<file path="src/design/counting_semaphore_bank_defines.svh">
// assertion macros for the counting semaphore bank
`ifndef COUNTING_SEMAPHORE_BANK_DEFINES_SVH
`define COUNTING_SEMAPHORE_BANK_DEFINES_SVH

// assertion on an explicit clock and active-low reset
`define CSB_ASSERT_CLK(lbl, clk, rst_n, prop, msg) \
  lbl: assert property (@(posedge clk) disable iff (!rst_n) prop) else $error(msg);

// assertion on the block clock and reset
`define CSB_ASSERT(lbl, prop, msg) \
  `CSB_ASSERT_CLK(lbl, clk_i, rst_ni, prop, msg)

`endif

</file>
<file path="src/design/csb_ram.sv">
// generic simple dual-port ram with registered read
`default_nettype none

module csb_ram #(
  parameter int Width = 8,
  parameter int Depth = 16
) (
  input  wire logic                     clk_i,
  input  wire logic                     re_i,
  input  wire logic [$clog2(Depth)-1:0] raddr_i,
  input  wire logic                     we_i,
  input  wire logic [$clog2(Depth)-1:0] waddr_i,
  input  wire logic [Width-1:0]         wdata_i,
  output logic      [Width-1:0]         rdata_o
);

  logic [Width-1:0] mem_q [Depth];
  logic [Width-1:0] rdata_q;

  always_ff @(posedge clk_i) begin
    if (we_i) begin
      mem_q[waddr_i] <= wdata_i;
    end
    if (re_i) begin
      rdata_q <= mem_q[raddr_i];
    end
  end

  assign rdata_o = rdata_q;

endmodule

`default_nettype wire

</file>
<file path="config.mk">
export PLATFORM = sky130hd
export DESIGN_NAME = csb_ram
export DESIGN_NICKNAME = d
export VERILOG_FILES = /design/src/design/counting_semaphore_bank_defines.svh /design/src/design/csb_ram.sv
export SDC_FILE = /design/constraint.sdc
export NUM_CORES = 1
export LEC_CHECK = 0
export BUFFER_PORTS_ARGS = -buffer_cell sky130_fd_sc_hd__buf_2
export CAP_MARGIN = 20
export CELL_PAD_IN_SITES_DETAIL_PLACEMENT = 2
export CELL_PAD_IN_SITES_GLOBAL_PLACEMENT = 2
export CORE_MARGIN = 10
export CORE_UTILIZATION = 45
export CTS_BUF_LIST = sky130_fd_sc_hd__clkbuf_16
export DETAILED_ROUTE_END_ITERATION = 10
export HOLD_SLACK_MARGIN = 0.02
export PLACE_DENSITY = 0.79
export SYNTH_ARGS = -nofsm -noshare
export SYNTH_HDL_FRONTEND = slang
export SYNTH_SLANG_ARGS = --single-unit
</file>
<file path="constraint.sdc">
create_clock -name clk_i -period 2.8 [get_ports clk_i]
set_input_delay 0.14 -clock clk_i [delete_from_list [all_inputs] [get_ports clk_i]]
set_output_delay 0.14 -clock clk_i [all_outputs]
set_load 0.01 [all_outputs]
</file>
==> results.md <==
* Slew @ Worst Pin at 1.06 ns
* Vias per cell at 5.92
* Die area at 16,300 um^2
* Crit-path max cell delay at 0.63 ns
* Worst setup EP type: flop
* Storage cell area at 4080 um^2
* Maximum clock rate at 0.576 GHz
* Lkg Pwr at 2.07 nW
* CTS max path bufs at 2
* Slew Viols, Final at 0
* DRC at 0
* Largest net degree at the start of global routing at 28
* Most frequent cells in the layout: edfxtp_1 (136), buf_2 (26), mux4_2 (18)
* IO Pins at 27
* Clock-pin slew on the worst setup and hold paths at 0.06 ns
* Post-Syn Area at 5230 um^2
* Netlist cell types at 18
* Ant. Diodes at 0
* Root Driver: clkbuf_16
* H-tree depth at 4
* Yosys reg bits at 136
* CTS tree: yes
* Worst IR Drop VDD at 0.491 mV
* # fillers at 953
* Yosys warns at 0
* Synth Area in XOR/XNOR at 0
* Clock skew at 0.00794 ns
* Routed length per instance at 31.7 um
* Avg Cell Area, Syn at 22.8 um^2
* Min Tclk post-route at 1.74 ns
* FF-to-FF path depth at 3
* CP top delay family: buffers and inverters
* Reg-to-Reg Start: mem_q[9][1]$_DFFE_PP_
* Commonest non-fill, non-tap cell in the layout: edfxtp_1
* CP Launch Type: input port
* Port Buffers at 26
* # setup viols final at 0
* DR pass1 iterations at 5
* Largest family of logic cells by synthesized area: multiplexers
* Max-Cap Viols at 0
* Fin. Hold Viols at 0
* Area growth syn-to-layout at 18.0%
* Post-synthesis net count at 248
* Core region area at 11,400 um^2
* Period utilisation layout at 0.621
* # resized after CTS at 0
* Cell count after synthesis at 229
* Vias at 2,546
* Vias in the first global route at 2,830
* Multi-input logic area at 1060 um^2
* Die span in y at 128 um
* Iteration-0 DRC Markers at 247
* Critical Path, Cell by Cell: buf_2 > buf_4 > mux4_1 > a22oi_1 > nand2_1
* Worst setup path start: raddr_i[0]
* Setup TNS at 0 ns
* Die width at 128 um
* Worst EP required at 2.96 ns
* DP HPWL at 8950 um
* R2R Setup Slk at 1.15 ns
* RSZ-0062 raised after global routing: false
* Status: finished, final reports clean
* Sink Count at 136
* Post-route ant nets at 0
* Layout net count at 293
* Simple-gate area share of the yosys netlist at 0.0314
* CP arrival at 1.90 ns
* Placer's final routability congestion estimate at 0.714
* Post-CTS Setup Inserts at 0
* GRT Residual Overflow at 0
* Mux contribution to synthesized area at 0.148
* HP Class: in2reg
* Critical path class: in2reg
* FF-to-FF End: rdata_o[1]$_DFFE_PP_
* Crit path buf inv count at 2
* Hold Path Stages at 1
* Post-Synth Adder-Cell Area at 0
* Initial Utilization at 0.458
* Initial antenna violation count at 0
* Routed WL at 13,600 um
* Synth Area in Compound Gates at 0.0230
* Gr usage total at 0.175
* Layout cells sized above 1 at 0.293
* CTS Buf Count at 17
* PwrDens at 799 nW/um^2
* Relative slew slack at 0.294
* Peak fanout along the critical path at 13
* Crit path depth at 5
* Std cell rows at 39
* Hold_buf cts at 0
* Total Power at 4.93 mW
* Crit path capture: rdata_o[5]$_DFFE_PP_
* First-pass GRT wire length at 20,000 um
* CP max stage cell: mux4_1
* Seq/Total Area, Yosys at 0.781
* Latest clock arrival within the worst-skew pair at 0.42 ns
registers in the layout (all words and copies together) (netlist names):
name / count
rdata_o: 8
mem_q: 128
worst min-delay path by stage:
stage | start | end
after floorplan | wdata_i[0] | mem_q[0][0]$_DFFE_PP_
after global placement | re_i | rdata_o[0]$_DFFE_PP_
after detailed placement | re_i | rdata_o[0]$_DFFE_PP_
after CTS | re_i | rdata_o[0]$_DFFE_PP_
after global routing | re_i | rdata_o[0]$_DFFE_PP_
final | re_i | rdata_o[0]$_DFFE_PP_
where the power goes:
part / switching (mW) / total (mW) / internal [mW]
clock: 0.833 / 2.40 / 1.56
combinational: 0.139 / 0.225 / 0.0857
sequential: 0.0165 / 2.31 / 2.30
total: 0.989 / 4.93 / 3.94
cells by family (layout without fill, tap and decap cells):
family | count (synthesis) | after routing
buf+inv | 10 | 68
compound gates | 16 | 16
mux | 32 | 32
flops | 136 | 136
simple gates | 35 | 35
through the flow:
step	setup slack [ns]	std cells	util	hold WS [ns]	instance area, um^2
after detailed placement	0.623	398	0.485	0.520	5540
after global placement	0.806	398	0.485	0.513	5540
after global routing	0.986	430	0.540	0.0825	6170
after CTS	1.06	430	0.540	0.0765	6170
after floorplan	1.17	229	-	0.239	5230
final	1.06	430	0.540	0.0924	6170
per-layer routing:
metal | GRT usage | share of wire | vias up
li1 | - | - | 1080
met1 | 0.225 | 0.44 | 1357
met2 | 0.270 | 0.48 | 84
met3 | 0.0380 | 0.047 | 25
met4 | 0.0947 | 0.029 | 0
met5 | 0 | 0 | -
Yosys cell counts:
cell type	instances	area, um^2
nand3_1	1	5.00
clkdlybuf4s25_2	3	30.0
buf_2	3	15.0
nor3_1	4	20.0
nor2_1	13	48.8
a22oi_1	16	120
nand2b_1	2	12.5
buf_6	3	33.8
mux4_2	18	405
and2_1	1	6.26
nand2_1	9	33.8
edfxtp_1	136	4080
or3b_2	1	8.76
and2b_1	1	7.51
nor2b_1	1	6.26
nand3b_1	2	15.0
buf_4	1	7.51
mux4_1	14	368
final cells by class:
type / instances / share of cell area
well taps: 143 / 0.0290
multi-input cells: 83 / 0.171
clock buffers: 17 / 0.0689
flip-flops and latches: 136 / 0.662
repair buffers: 36 / 0.0353
clock inverters: 15 / 0.0337
Note: power is estimated with default switching activity, not from simulation.
