[src/design/counting_semaphore_bank_defines.svh]
// assertion macros for the counting semaphore bank
`ifndef COUNTING_SEMAPHORE_BANK_DEFINES_SVH
`define COUNTING_SEMAPHORE_BANK_DEFINES_SVH

// assertion on an explicit clock and active-low reset
`define CSB_ASSERT_CLK(lbl, clk, rst_n, prop, msg) \
  lbl: assert property (@(posedge clk) disable iff (!rst_n) prop) else $error(msg);

// assertion on the block clock and reset
`define CSB_ASSERT(lbl, prop, msg) \
  `CSB_ASSERT_CLK(lbl, clk_i, rst_ni, prop, msg)

`endif

[src/design/csb_pkg.sv]
// types and constants shared by the counting semaphore bank
`default_nettype none

package csb_pkg;

  localparam int NumSem     = 1024;
  localparam int IdxW       = $clog2(NumSem);
  localparam int ProcBits   = 8;
  localparam int IndexBits  = 12;
  localparam int GenShift   = 12;
  localparam int CountW     = 32;
  localparam int HandleW    = 32;

  typedef enum logic [1:0] {
    OP_CREATE  = 2'd0,
    OP_DESTROY = 2'd1,
    OP_WAIT    = 2'd2,
    OP_SIGNAL  = 2'd3
  } op_e;

  typedef enum logic [2:0] {
    ST_OK      = 3'd0,
    ST_INVALID = 3'd1,
    ST_FULL    = 3'd2,
    ST_UNAVAIL = 3'd3,
    ST_BLOCK   = 3'd4
  } status_e;

  typedef enum logic [1:0] {
    S_CLEAR,
    S_IDLE,
    S_EXEC,
    S_LINK
  } state_e;

  typedef struct packed {
    op_e                      op;
    logic [HandleW-1:0]       sem_handle;
    logic [7:0]               caller_process;
    logic signed [CountW-1:0] limit_count;
    logic signed [CountW-1:0] start_count;
    logic                     try_only;
  } in_item_t;

  typedef struct packed {
    status_e            status;
    logic [HandleW-1:0] new_handle;
    logic               wake_one;
    logic               wake_all;
  } out_item_t;

  // free list link of one entry
  typedef struct packed {
    logic            ok;
    logic [IdxW-1:0] idx;
  } link_t;

  // semaphore record of one entry
  typedef struct packed {
    logic [ProcBits-1:0]      owner;
    logic signed [CountW-1:0] max_cnt;
    logic signed [CountW-1:0] cur_cnt;
  } sem_ent_t;

  localparam int LinkW = $bits(link_t);
  localparam int SemW  = $bits(sem_ent_t);

  typedef struct packed {
    logic            re;
    logic [IdxW-1:0] raddr;
    logic            we;
    logic [IdxW-1:0] waddr;
    link_t           wdata;
  } link_req_t;

  typedef struct packed {
    logic            re;
    logic [IdxW-1:0] raddr;
    logic            we;
    logic [IdxW-1:0] waddr;
    sem_ent_t        wdata;
  } sem_req_t;

endpackage

`default_nettype wire

[src/design/csb_ctrl.sv]
// sequencer: free list pointers, read-modify-write of the tables, result register
`default_nettype none

module csb_ctrl
  import csb_pkg::*;
(
  input  wire logic      clk_i,
  input  wire logic      rst_ni,
  input  wire logic      in_valid_i,
  output logic           in_ready_o,
  input  wire in_item_t  in_item_i,
  output logic           out_valid_o,
  input  wire logic      out_ready_i,
  output out_item_t      out_item_o,
  output link_req_t      link_req_o,
  input  wire link_t     link_rdata_i,
  output sem_req_t       sem_req_o,
  input  wire sem_ent_t  sem_rdata_i
);

  state_e             state_q, state_d;
  logic [IdxW-1:0]    clr_q, clr_d;
  logic [IdxW-1:0]    head_q, head_d;
  logic               head_ok_q, head_ok_d;
  logic [IdxW-1:0]    tail_q, tail_d;
  logic               tail_ok_q, tail_ok_d;
  logic [HandleW-1:0] total_q, total_d;
  logic               out_valid_q, out_valid_d;
  out_item_t          out_item_q, out_item_d;
  in_item_t           item_q, item_d;
  logic               idx_ok_q, idx_ok_d;

  logic               accept;
  logic [IdxW-1:0]    item_idx;
  logic               lookup_ok;
  logic [HandleW-1:0] total_inc;

  assign in_ready_o = (state_q == S_IDLE) && (!out_valid_q || out_ready_i);
  assign accept     = in_valid_i && in_ready_o;
  assign item_idx   = item_q.sem_handle[IdxW-1:0];
  assign lookup_ok  = idx_ok_q &&
                      (sem_rdata_i.owner == item_q.caller_process[ProcBits-1:0]);
  assign total_inc  = total_q + HandleW'(1);

  // next state
  always_comb begin
    state_d = state_q;
    unique case (state_q)
      S_CLEAR: begin
        if (clr_q == IdxW'(NumSem - 1)) begin
          state_d = S_IDLE;
        end
      end
      S_IDLE: begin
        if (accept) begin
          state_d = S_EXEC;
        end
      end
      S_EXEC: begin
        if ((item_q.op == OP_DESTROY) && lookup_ok) begin
          state_d = S_LINK;
        end else begin
          state_d = S_IDLE;
        end
      end
      S_LINK: begin
        state_d = S_IDLE;
      end
      default: state_d = S_IDLE;
    endcase
  end

  // datapath and memory requests
  always_comb begin
    clr_d       = clr_q;
    head_d      = head_q;
    head_ok_d   = head_ok_q;
    tail_d      = tail_q;
    tail_ok_d   = tail_ok_q;
    total_d     = total_q;
    out_valid_d = out_valid_q && !out_ready_i;
    out_item_d  = out_item_q;
    item_d      = item_q;
    idx_ok_d    = idx_ok_q;
    link_req_o  = '0;
    sem_req_o   = '0;

    if (accept) begin
      item_d            = in_item_i;
      idx_ok_d          = {1'b0, in_item_i.sem_handle[IndexBits-1:0]} <
                          (IndexBits + 1)'(NumSem);
      link_req_o.re     = 1'b1;
      link_req_o.raddr  = head_q;
      sem_req_o.re      = 1'b1;
      sem_req_o.raddr   = in_item_i.sem_handle[IdxW-1:0];
    end

    case (state_q)
      S_CLEAR: begin
        // link every entry to its successor, last one has none
        link_req_o.we        = 1'b1;
        link_req_o.waddr     = clr_q;
        link_req_o.wdata.ok  = (clr_q != IdxW'(NumSem - 1));
        link_req_o.wdata.idx = clr_q + IdxW'(1);
        clr_d                = clr_q + IdxW'(1);
      end
      S_EXEC: begin
        out_valid_d           = 1'b1;
        out_item_d.status     = ST_OK;
        out_item_d.new_handle = '0;
        out_item_d.wake_one   = 1'b0;
        out_item_d.wake_all   = 1'b0;
        if (item_q.op == OP_CREATE) begin
          if (!head_ok_q) begin
            out_item_d.status = ST_FULL;
          end else begin
            if (link_rdata_i.ok) begin
              head_d = link_rdata_i.idx;
            end else begin
              head_ok_d = 1'b0;
              tail_ok_d = 1'b0;
            end
            link_req_o.we          = 1'b1;
            link_req_o.waddr       = head_q;
            link_req_o.wdata       = '0;
            total_d                = total_inc;
            out_item_d.new_handle  = (total_inc << GenShift) | HandleW'(head_q);
            sem_req_o.we           = 1'b1;
            sem_req_o.waddr        = head_q;
            sem_req_o.wdata.owner  = item_q.caller_process[ProcBits-1:0];
            sem_req_o.wdata.max_cnt = item_q.limit_count;
            sem_req_o.wdata.cur_cnt = item_q.start_count;
          end
        end else if (!lookup_ok) begin
          out_item_d.status = ST_INVALID;
        end else begin
          case (item_q.op)
            OP_DESTROY: begin
              // clear counts, hang entry behind the old tail
              sem_req_o.we            = 1'b1;
              sem_req_o.waddr         = item_idx;
              sem_req_o.wdata.owner   = sem_rdata_i.owner;
              sem_req_o.wdata.max_cnt = '0;
              sem_req_o.wdata.cur_cnt = '0;
              if (tail_ok_q) begin
                link_req_o.we        = 1'b1;
                link_req_o.waddr     = tail_q;
                link_req_o.wdata.ok  = 1'b1;
                link_req_o.wdata.idx = item_idx;
              end
              tail_d    = item_idx;
              tail_ok_d = 1'b1;
              if (!head_ok_q) begin
                head_d    = item_idx;
                head_ok_d = 1'b1;
              end
              out_item_d.status   = ST_INVALID;
              out_item_d.wake_all = 1'b1;
            end
            OP_WAIT: begin
              if ($signed(sem_rdata_i.cur_cnt) <= $signed(CountW'(0))) begin
                out_item_d.status = item_q.try_only ? ST_UNAVAIL : ST_BLOCK;
              end else begin
                sem_req_o.we            = 1'b1;
                sem_req_o.waddr         = item_idx;
                sem_req_o.wdata         = sem_rdata_i;
                sem_req_o.wdata.cur_cnt = sem_rdata_i.cur_cnt - CountW'(1);
              end
            end
            default: begin
              if ($signed(sem_rdata_i.cur_cnt) < $signed(sem_rdata_i.max_cnt)) begin
                sem_req_o.we            = 1'b1;
                sem_req_o.waddr         = item_idx;
                sem_req_o.wdata         = sem_rdata_i;
                sem_req_o.wdata.cur_cnt = sem_rdata_i.cur_cnt + CountW'(1);
              end
              out_item_d.wake_one = 1'b1;
            end
          endcase
        end
      end
      S_LINK: begin
        // destroyed entry becomes the end of the list
        link_req_o.we    = 1'b1;
        link_req_o.waddr = item_idx;
        link_req_o.wdata = '0;
      end
      default: ;
    endcase
  end

  always_ff @(posedge clk_i or negedge rst_ni) begin
    if (!rst_ni) begin
      state_q     <= S_CLEAR;
      clr_q       <= '0;
      head_q      <= '0;
      head_ok_q   <= 1'b1;
      tail_q      <= IdxW'(NumSem - 1);
      tail_ok_q   <= 1'b1;
      total_q     <= '0;
      out_valid_q <= 1'b0;
    end else begin
      state_q     <= state_d;
      clr_q       <= clr_d;
      head_q      <= head_d;
      head_ok_q   <= head_ok_d;
      tail_q      <= tail_d;
      tail_ok_q   <= tail_ok_d;
      total_q     <= total_d;
      out_valid_q <= out_valid_d;
    end
  end

  always_ff @(posedge clk_i) begin
    item_q     <= item_d;
    idx_ok_q   <= idx_ok_d;
    out_item_q <= out_item_d;
  end

  assign out_valid_o = out_valid_q;
  assign out_item_o  = out_item_q;

endmodule

`default_nettype wire

[config.mk]
export PLATFORM = sky130hd
export DESIGN_NAME = csb_ctrl
export DESIGN_NICKNAME = d
export VERILOG_FILES = /design/src/design/counting_semaphore_bank_defines.svh /design/src/design/csb_pkg.sv /design/src/design/csb_ctrl.sv
export SDC_FILE = /design/constraint.sdc
export NUM_CORES = 1
export LEC_CHECK = 0
export BUFFER_PORTS_ARGS = -buffer_cell sky130_fd_sc_hd__buf_2
export CAP_MARGIN = 20
export CORE_MARGIN = 4
export CORE_UTILIZATION = 50
export DETAILED_ROUTE_END_ITERATION = 6
export PLACE_DENSITY = 0.8
export SETUP_SLACK_MARGIN = 0.2
export SLEW_MARGIN = 20
export SYNTH_ARGS = -nofsm -noshare
export SYNTH_HDL_FRONTEND = slang
export SYNTH_SLANG_ARGS = --single-unit
[constraint.sdc]
create_clock -name clk_i -period 6.95 [get_ports clk_i]
set_clock_uncertainty 0.05 [all_clocks]
set_input_delay 0.695 -clock clk_i [delete_from_list [all_inputs] [get_ports clk_i]]
set_output_delay 0.695 -clock clk_i [all_outputs]
set_load 0.01 [all_outputs]
==> results of run 1 <==
-- layout by cell type, fill, tap and decap left out, types with 6 or more instances in the layout --
| master | synthesis | routed |
|---|---|---|
| sky130_fd_sc_hd__a21oi_1 | 31 | 31 |
| sky130_fd_sc_hd__a22oi_1 | 12 | 12 |
| sky130_fd_sc_hd__a31oi_1 | 10 | 10 |
| sky130_fd_sc_hd__and2_1 | 51 | 51 |
| sky130_fd_sc_hd__and3_1 | 18 | 17 |
| sky130_fd_sc_hd__and4_1 | 6 | 6 |
| sky130_fd_sc_hd__buf_2 | 1 | 337 |
| sky130_fd_sc_hd__buf_4 | 9 | 7 |
| sky130_fd_sc_hd__clkbuf_16 | 0 | 18 |
| sky130_fd_sc_hd__dfrtp_1 | 43 | 43 |
| sky130_fd_sc_hd__dfstp_2 | 12 | 12 |
| sky130_fd_sc_hd__edfxtp_1 | 121 | 121 |
| sky130_fd_sc_hd__ha_1 | 44 | 42 |
| sky130_fd_sc_hd__inv_1 | 47 | 47 |
| sky130_fd_sc_hd__mux2_2 | 11 | 11 |
| sky130_fd_sc_hd__mux2i_1 | 41 | 41 |
| sky130_fd_sc_hd__nand2_1 | 132 | 132 |
| sky130_fd_sc_hd__nand3_1 | 22 | 22 |
| sky130_fd_sc_hd__nand4_1 | 21 | 21 |
| sky130_fd_sc_hd__nor2_1 | 53 | 53 |
| sky130_fd_sc_hd__nor2_2 | 9 | 9 |
| sky130_fd_sc_hd__nor2b_1 | 14 | 14 |
| sky130_fd_sc_hd__nor3_1 | 14 | 14 |
| sky130_fd_sc_hd__nor4_1 | 12 | 12 |
| sky130_fd_sc_hd__o21ai_0 | 96 | 96 |
| sky130_fd_sc_hd__or3_1 | 6 | 6 |
| sky130_fd_sc_hd__xnor2_1 | 55 | 55 |
| sky130_fd_sc_hd__xor2_1 | 35 | 35 |
-- power by group --
group / leakage [nW] / internal (W) / switching (W) / total (W)
Sequential: 1.85 / 0.00134 / 0.000131 / 0.00147
Clock: 0.327 / 0.000593 / 0.000485 / 0.00108
Combinational: 3.61 / 0.000298 / 0.000475 / 0.000773
Total: 5.79 / 0.00223 / 0.00109 / 0.00332
-- sequential cells by signal, indices dropped and copies added, names as in the netlist --
signal,flops
out_item_o,35
out_valid_o,1
tail_ok_q,1
item_q,75
head_q,10
clr_q,10
idx_ok_q,1
state_q,2
total_q,20
tail_q,10
item_idx,10
head_ok_q,1
-- cell families after synthesis --
family                     Yosys count
and+or+nand+nor                    381
AOI/OAI and AO/OA                  184
DFF                                176
buffers and inverters              106
xor gates and xnor gates            90
muxes                               52
adders and majority gates           44
other                                1
-- metal layers --
metal,global-route usage [%],part of all wire (%)
met1,32.6,42
met2,40.0,49
met3,5.25,7.1
met4,7.75,2.0
met5,0,0.24
-- worst max-delay path, cell delays in order --
cell and delay (ns):
sky130_fd_sc_hd__buf_2 0.17, sky130_fd_sc_hd__ha_1 0.32, sky130_fd_sc_hd__nand4_1 0.13, sky130_fd_sc_hd__nor3_1 0.32
sky130_fd_sc_hd__a2bb2oi_1 0.14, sky130_fd_sc_hd__and4_1 0.26, sky130_fd_sc_hd__nor3_1 0.80, sky130_fd_sc_hd__o21ai_4 0.17
sky130_fd_sc_hd__buf_4 0.34, sky130_fd_sc_hd__o21ai_0 0.27, sky130_fd_sc_hd__buf_2 0.18
-- final cells by class --
type / instances / area share (%)
Sequential cell: 176 / 38.9
Clock buffer: 19 / 3.59
Multi-Input combinational cell: 753 / 38.4
Tap cell: 270 / 2.61
Inverter: 48 / 1.39
Antenna cell: 3 / 0.0581
Timing Repair Buffer: 345 / 13.5
Clock inverter: 13 / 1.60
-- per-stage QoR --
step                setup WS [ns]  cells
finish                       2.39   1627
global route                 2.02   1627
CTS                          2.30   1623
detailed placement           2.31   1591
global placement             2.33   1591
floorplan                    2.25   1035
-- worst paths after layout --
path                       slack [ns]       startpoint            end
max                              2.39  sem_rdata_i[25]  sem_req_o[36]
min                              0.34           rst_ni     total_q[9]
max reg2reg                      3.45      item_q[105]    total_q[11]
min reg2reg                      0.45        tail_ok_q      tail_ok_q
max in group asynchronous        6.00           rst_ni     state_q[1]
min in group clk_i               0.38    in_item_i[43]     item_q[43]
==> results.cfg, run 1 <==
[status]
run_status = completed

[yosys]
syn_area_um2 = 10400
synth_common_cells = sky130_fd_sc_hd__nand2_1, sky130_fd_sc_hd__edfxtp_1, sky130_fd_sc_hd__o21ai_0
postSynthAreaPerCell_um2 = 10.1
muxShareOfSynthArea_pct = 5.13
dominantRegCellSynth = sky130_fd_sc_hd__edfxtp_1
yosysTopAreaCell = sky130_fd_sc_hd__edfxtp_1
synth-edff-count = 121
synth_cell_types = 72
synth_top_area_share_pct = 34.9
synth_compound_gate_area_share_pct = 10.4
post_synth_main_area_contributors = sky130_fd_sc_hd__edfxtp_1, sky130_fd_sc_hd__dfrtp_1, sky130_fd_sc_hd__ha_1
synth-seq-cells = 176
synthesized_area_fraction_occupied_by_adder_cells_pct = 5.28
synth_top_family_by_area = simple AND/OR/NAND/NOR gates
post_synth_xor_xnor_area_pct = 7.56
synth_warnings = 0
synthArstFlopShare_pct = 31.3
ys_seq_area_share_pct = 48.2
synthSimpleGateAreaFrac_pct = 18.9
post-synth-top-count-cell = sky130_fd_sc_hd__nand2_1
post_synth_inst_count = 1034

[global_routing]
via_count_of_the_first_global_routing_pass = 8611
grt_overflow_total = 0
grt_first_pass_wirelength_um = 45900
grt_start_max_net_pins = 66
grt_antenna_before_repair = 8
groute.usage.overall_pct = 24.4

[floorplan]
num_rows = 52
ioPinCount = 360
chip_height_um = 152
starting_utilization_of_the_core_area_pct = 51.2
floorplan.die.width_um = 152
core_um2 = 20400
floorplan.die_area_um2 = 23200

[worst_setup_path]
critPathLaunchType = input port
crit_type = input port to primary output
critical_path_endpoint_category = primary output
critical_path_required_ns = 6.20
cp_data_arrival_time_ns = 3.81
worst-r2r-cell-count = 8
cp_max_fo = 55

[routing]
routed_wl_um = 28900
drt-vias-per-instance = 5.49
total_via_count_in_the_routed_design = 8930
antenna_left = 0
iteration_0_drc_count_of_the_detailed_router = 576
post_drt_wl_per_cell_um = 17.8
detail_route.drc_violations = 0
drt-pass1-iter-count = 5

[finish]
finalCoreUtilization_pct = 63.5
regArea_um2 = 5020
layout.nets = 1579
multi_input_area_um2 = 4960
fillers = 1662
areaGrowthSynthToFinish_pct = 24.1
final_cell_area_um2 = 12900
drive_above_1_share_pct = 31.5

[sta]
rsz0062_at_grt = no
fmax_mhz = 219
post-route-min-period_ns = 4.56
timing.final.max_slew_violations = 0
finalSetupViolations = 0
finalHoldViolCount = 0
slew_headroom_pct = 32.9
setup_total_negative_slack_ns = 0
worst_pin_slew_ns = 0.997
whs_ns = 0.340
min_period_over_period_pct = 65.6

[power]
power_w = 0.00332
vdd_ir_drop_max_mv = 0.374
power.density_nw_per_um2 = 257
power.static_leakage_nw = 5.79

[worst_hold_path]
worst_hold_path_type = input port to asynchronous set/reset pin

[run]
maxCapViolCount = 0

[placed_design]
numPortBuffers = 337
dpl_cell_area_um2 = 12200
dp_hpwl_um = 21800
routabilityCongestion = 0.883

[cts]
numCtsBuffers = 17
clkTransAtPathRegs_ns = 0.08
cts.sinks = 176
total_of_cells_resized_after_clock_tree_synthesis = 0
cts.root.buffer_cell = sky130_fd_sc_hd__clkbuf_16
clkLatencyLatePin_ns = 0.43
cts_max_path_buffers = 2
cts-htree-levels = 4
tritoncts = built
cts_post_setup_buffers_inserted = 0
holdBufCountCts = 0
No activity file was read; power rests on OpenSTA's default activity.
==> run 2, diff against run 1 <==
==> constraint.sdc (replaced) <==
create_clock -name clk_i -period 4.5 [get_ports clk_i]
set_clock_uncertainty 0.05 [all_clocks]
set_input_delay 0.45 -clock clk_i [delete_from_list [all_inputs] [get_ports clk_i]]
set_output_delay 0.45 -clock clk_i [all_outputs]
set_load 0.01 [all_outputs]
==> run 2 against run 1 <==
Effect of this change: final area about the same; total power increased by 51%; wire length increased by 0.91%; critical path depth decreased by 3; first-iteration DRC count increased by 13%; largest cell class unchanged; highest routed layer unchanged.
==> results.cfg, run 2 (synthesized netlist as in run 1, its figures left out) <==
[global_routing]
grt_start_max_net_pins = 81
grt_first_pass_wirelength_um = 46600
groute.usage.overall_pct = 24.6
grt_antenna_before_repair = 3
via_count_of_the_first_global_routing_pass = 8776
grt_overflow_total = 0

[floorplan]
chip_height_um = 152
starting_utilization_of_the_core_area_pct = 51.2
ioPinCount = 360
floorplan.die.width_um = 152
num_rows = 52
floorplan.die_area_um2 = 23200
core_um2 = 20400

[worst_setup_path]
critPathBufInv = 4
critPathLaunchType = flop
worst_setup_path_startpoint = item_q[105]
crit-reg2reg-capture = head_q[8]
worst-r2r-setup-slack_ns = 1.65
r2r_start = item_q[105]
worst-r2r-cell-count = 7
crit_type = flop to primary output
cp_data_arrival_time_ns = 3.19
cp_max_fo = 21
critical_path_required_ns = 4.00
critical_path.endpoint = sem_req_o[78]
cp_depth = 8
cp_cell_sequence = inv_1, ha_2, inv_1, or4_4, o311ai_4, buf_4, nor2_2, buf_2
critical_path.slowest_cell = sky130_fd_sc_hd__ha_2
timing.critical_path.slowest_cell_delay_ns = 0.63
critical_path_endpoint_category = primary output
path_delay_family = buffers and inverters
worst_path_most_repeated_cell = sky130_fd_sc_hd__inv_1

[routing]
drt-vias-per-instance = 5.47
iteration_0_drc_count_of_the_detailed_router = 649
post_drt_wl_per_cell_um = 17.9
routed_wl_um = 29200
detail_route.drc_violations = 0
total_via_count_in_the_routed_design = 8909
drt-pass1-iter-count = 5
antenna_left = 0

[sta]
post-route-min-period_ns = 3.69
timing.final.max_slew_violations = 0
fmax_mhz = 271
setup_total_negative_slack_ns = 0
rsz0062_at_grt = no
finalHoldViolCount = 0
slew_headroom_pct = 37.5
min_period_over_period_pct = 82.0
whs_ns = 0.0872
worst_pin_slew_ns = 0.938
finalSetupViolations = 0

[finish]
largest-register = item_q
drive_above_1_share_pct = 31.7
regArea_um2 = 5020
layout.nets = 1583
final_cell_area_um2 = 12900
finalCoreUtilization_pct = 63.4
max_reg_flops = 75
areaGrowthSynthToFinish_pct = 24.0
final_cell_mix = sky130_fd_sc_hd__buf_2, sky130_fd_sc_hd__nand2_1, sky130_fd_sc_hd__edfxtp_1, sky130_fd_sc_hd__o21ai_0, sky130_fd_sc_hd__xnor2_1
fillers = 1680
most_common_library_cell_in_the_layout_ignoring_fill_and_taps = sky130_fd_sc_hd__buf_2
multi_input_area_um2 = 4960

[placed_design]
dp_hpwl_um = 22100
dpl_cell_area_um2 = 12300
routabilityCongestion = 0.921
numPortBuffers = 337

[cts]
holdBufCountCts = 0
cts.sinks = 176
clkTransAtPathRegs_ns = 0.09
cts_post_setup_buffers_inserted = 0
cts_max_path_buffers = 2
numCtsBuffers = 17
clkLatencyLatePin_ns = 0.44
tritoncts = built
cts-htree-levels = 4
cts.root.buffer_cell = sky130_fd_sc_hd__clkbuf_16
total_of_cells_resized_after_clock_tree_synthesis = 0

[status]
run_status = completed

[power]
power.static_leakage_nw = 5.78
vdd_ir_drop_max_mv = 0.447
power.density_nw_per_um2 = 388

[worst_hold_path]
worst_hold_path_type = input port to asynchronous set/reset pin

[run]
maxCapViolCount = 0
[run 2: cell count changes in the layout (fill, tap and decap cells not counted), sizes merged]
cell,previous run,this run
buf,345,349
clkinv,4,11
clkbuf,19,17
diode,3,2
inv,55,52
bufinv,2,0
[run 2: per-layer routing]
metal  vias up  GRT usage [%]  part of all wire [%]
li1       4280              -                     -
met1      4194           33.7                    44
met2       378           39.9                    47
met3        55           4.46                   6.5
met4         2           8.01                   2.6
met5         -              0                 0.045
[run 2: worst min path at each step]
stage                        from     endpoint  depth (start not counted)
floorplan                  rst_ni     clr_q[0]                          0
global placement        tail_ok_q    tail_ok_q                          2
detailed placement    total_q[19]  total_q[19]                          1
CTS                        rst_ni  total_q[10]                          2
global route        in_item_i[39]   item_q[39]                          1
finish                     rst_ni  total_q[10]                          2
[run 2: layout make-up]
| type | instances | area share [%] |
|---|---|---|
| Antenna cell | 2 | 0.0387 |
| Clock inverter | 15 | 1.62 |
| Inverter | 48 | 1.39 |
| Timing Repair Buffer | 349 | 13.8 |
| Clock buffer | 17 | 3.29 |
| Sequential cell | 176 | 38.9 |
| Multi-Input combinational cell | 753 | 38.4 |
| Tap cell | 270 | 2.62 |
[run 2: where the power goes]
part	internal, W	total (W)	leakage (nW)	switching (W)
Combinational	0.000465	0.00120	3.63	0.000734
Clock	0.000769	0.00155	0.302	0.000778
Sequential	0.00207	0.00227	1.85	0.000201
[run 2: per-stage QoR]
stage	power (W)	cells	setup WS, ns
final	0.00502	1630	0.809
after global routing	0.00528	1630	0.400
after CTS	0.00504	1628	0.608
after detailed placement	0.00350	1596	0.818
after global placement	0.00346	1596	0.829
after floorplan	0.00304	1035	1.30
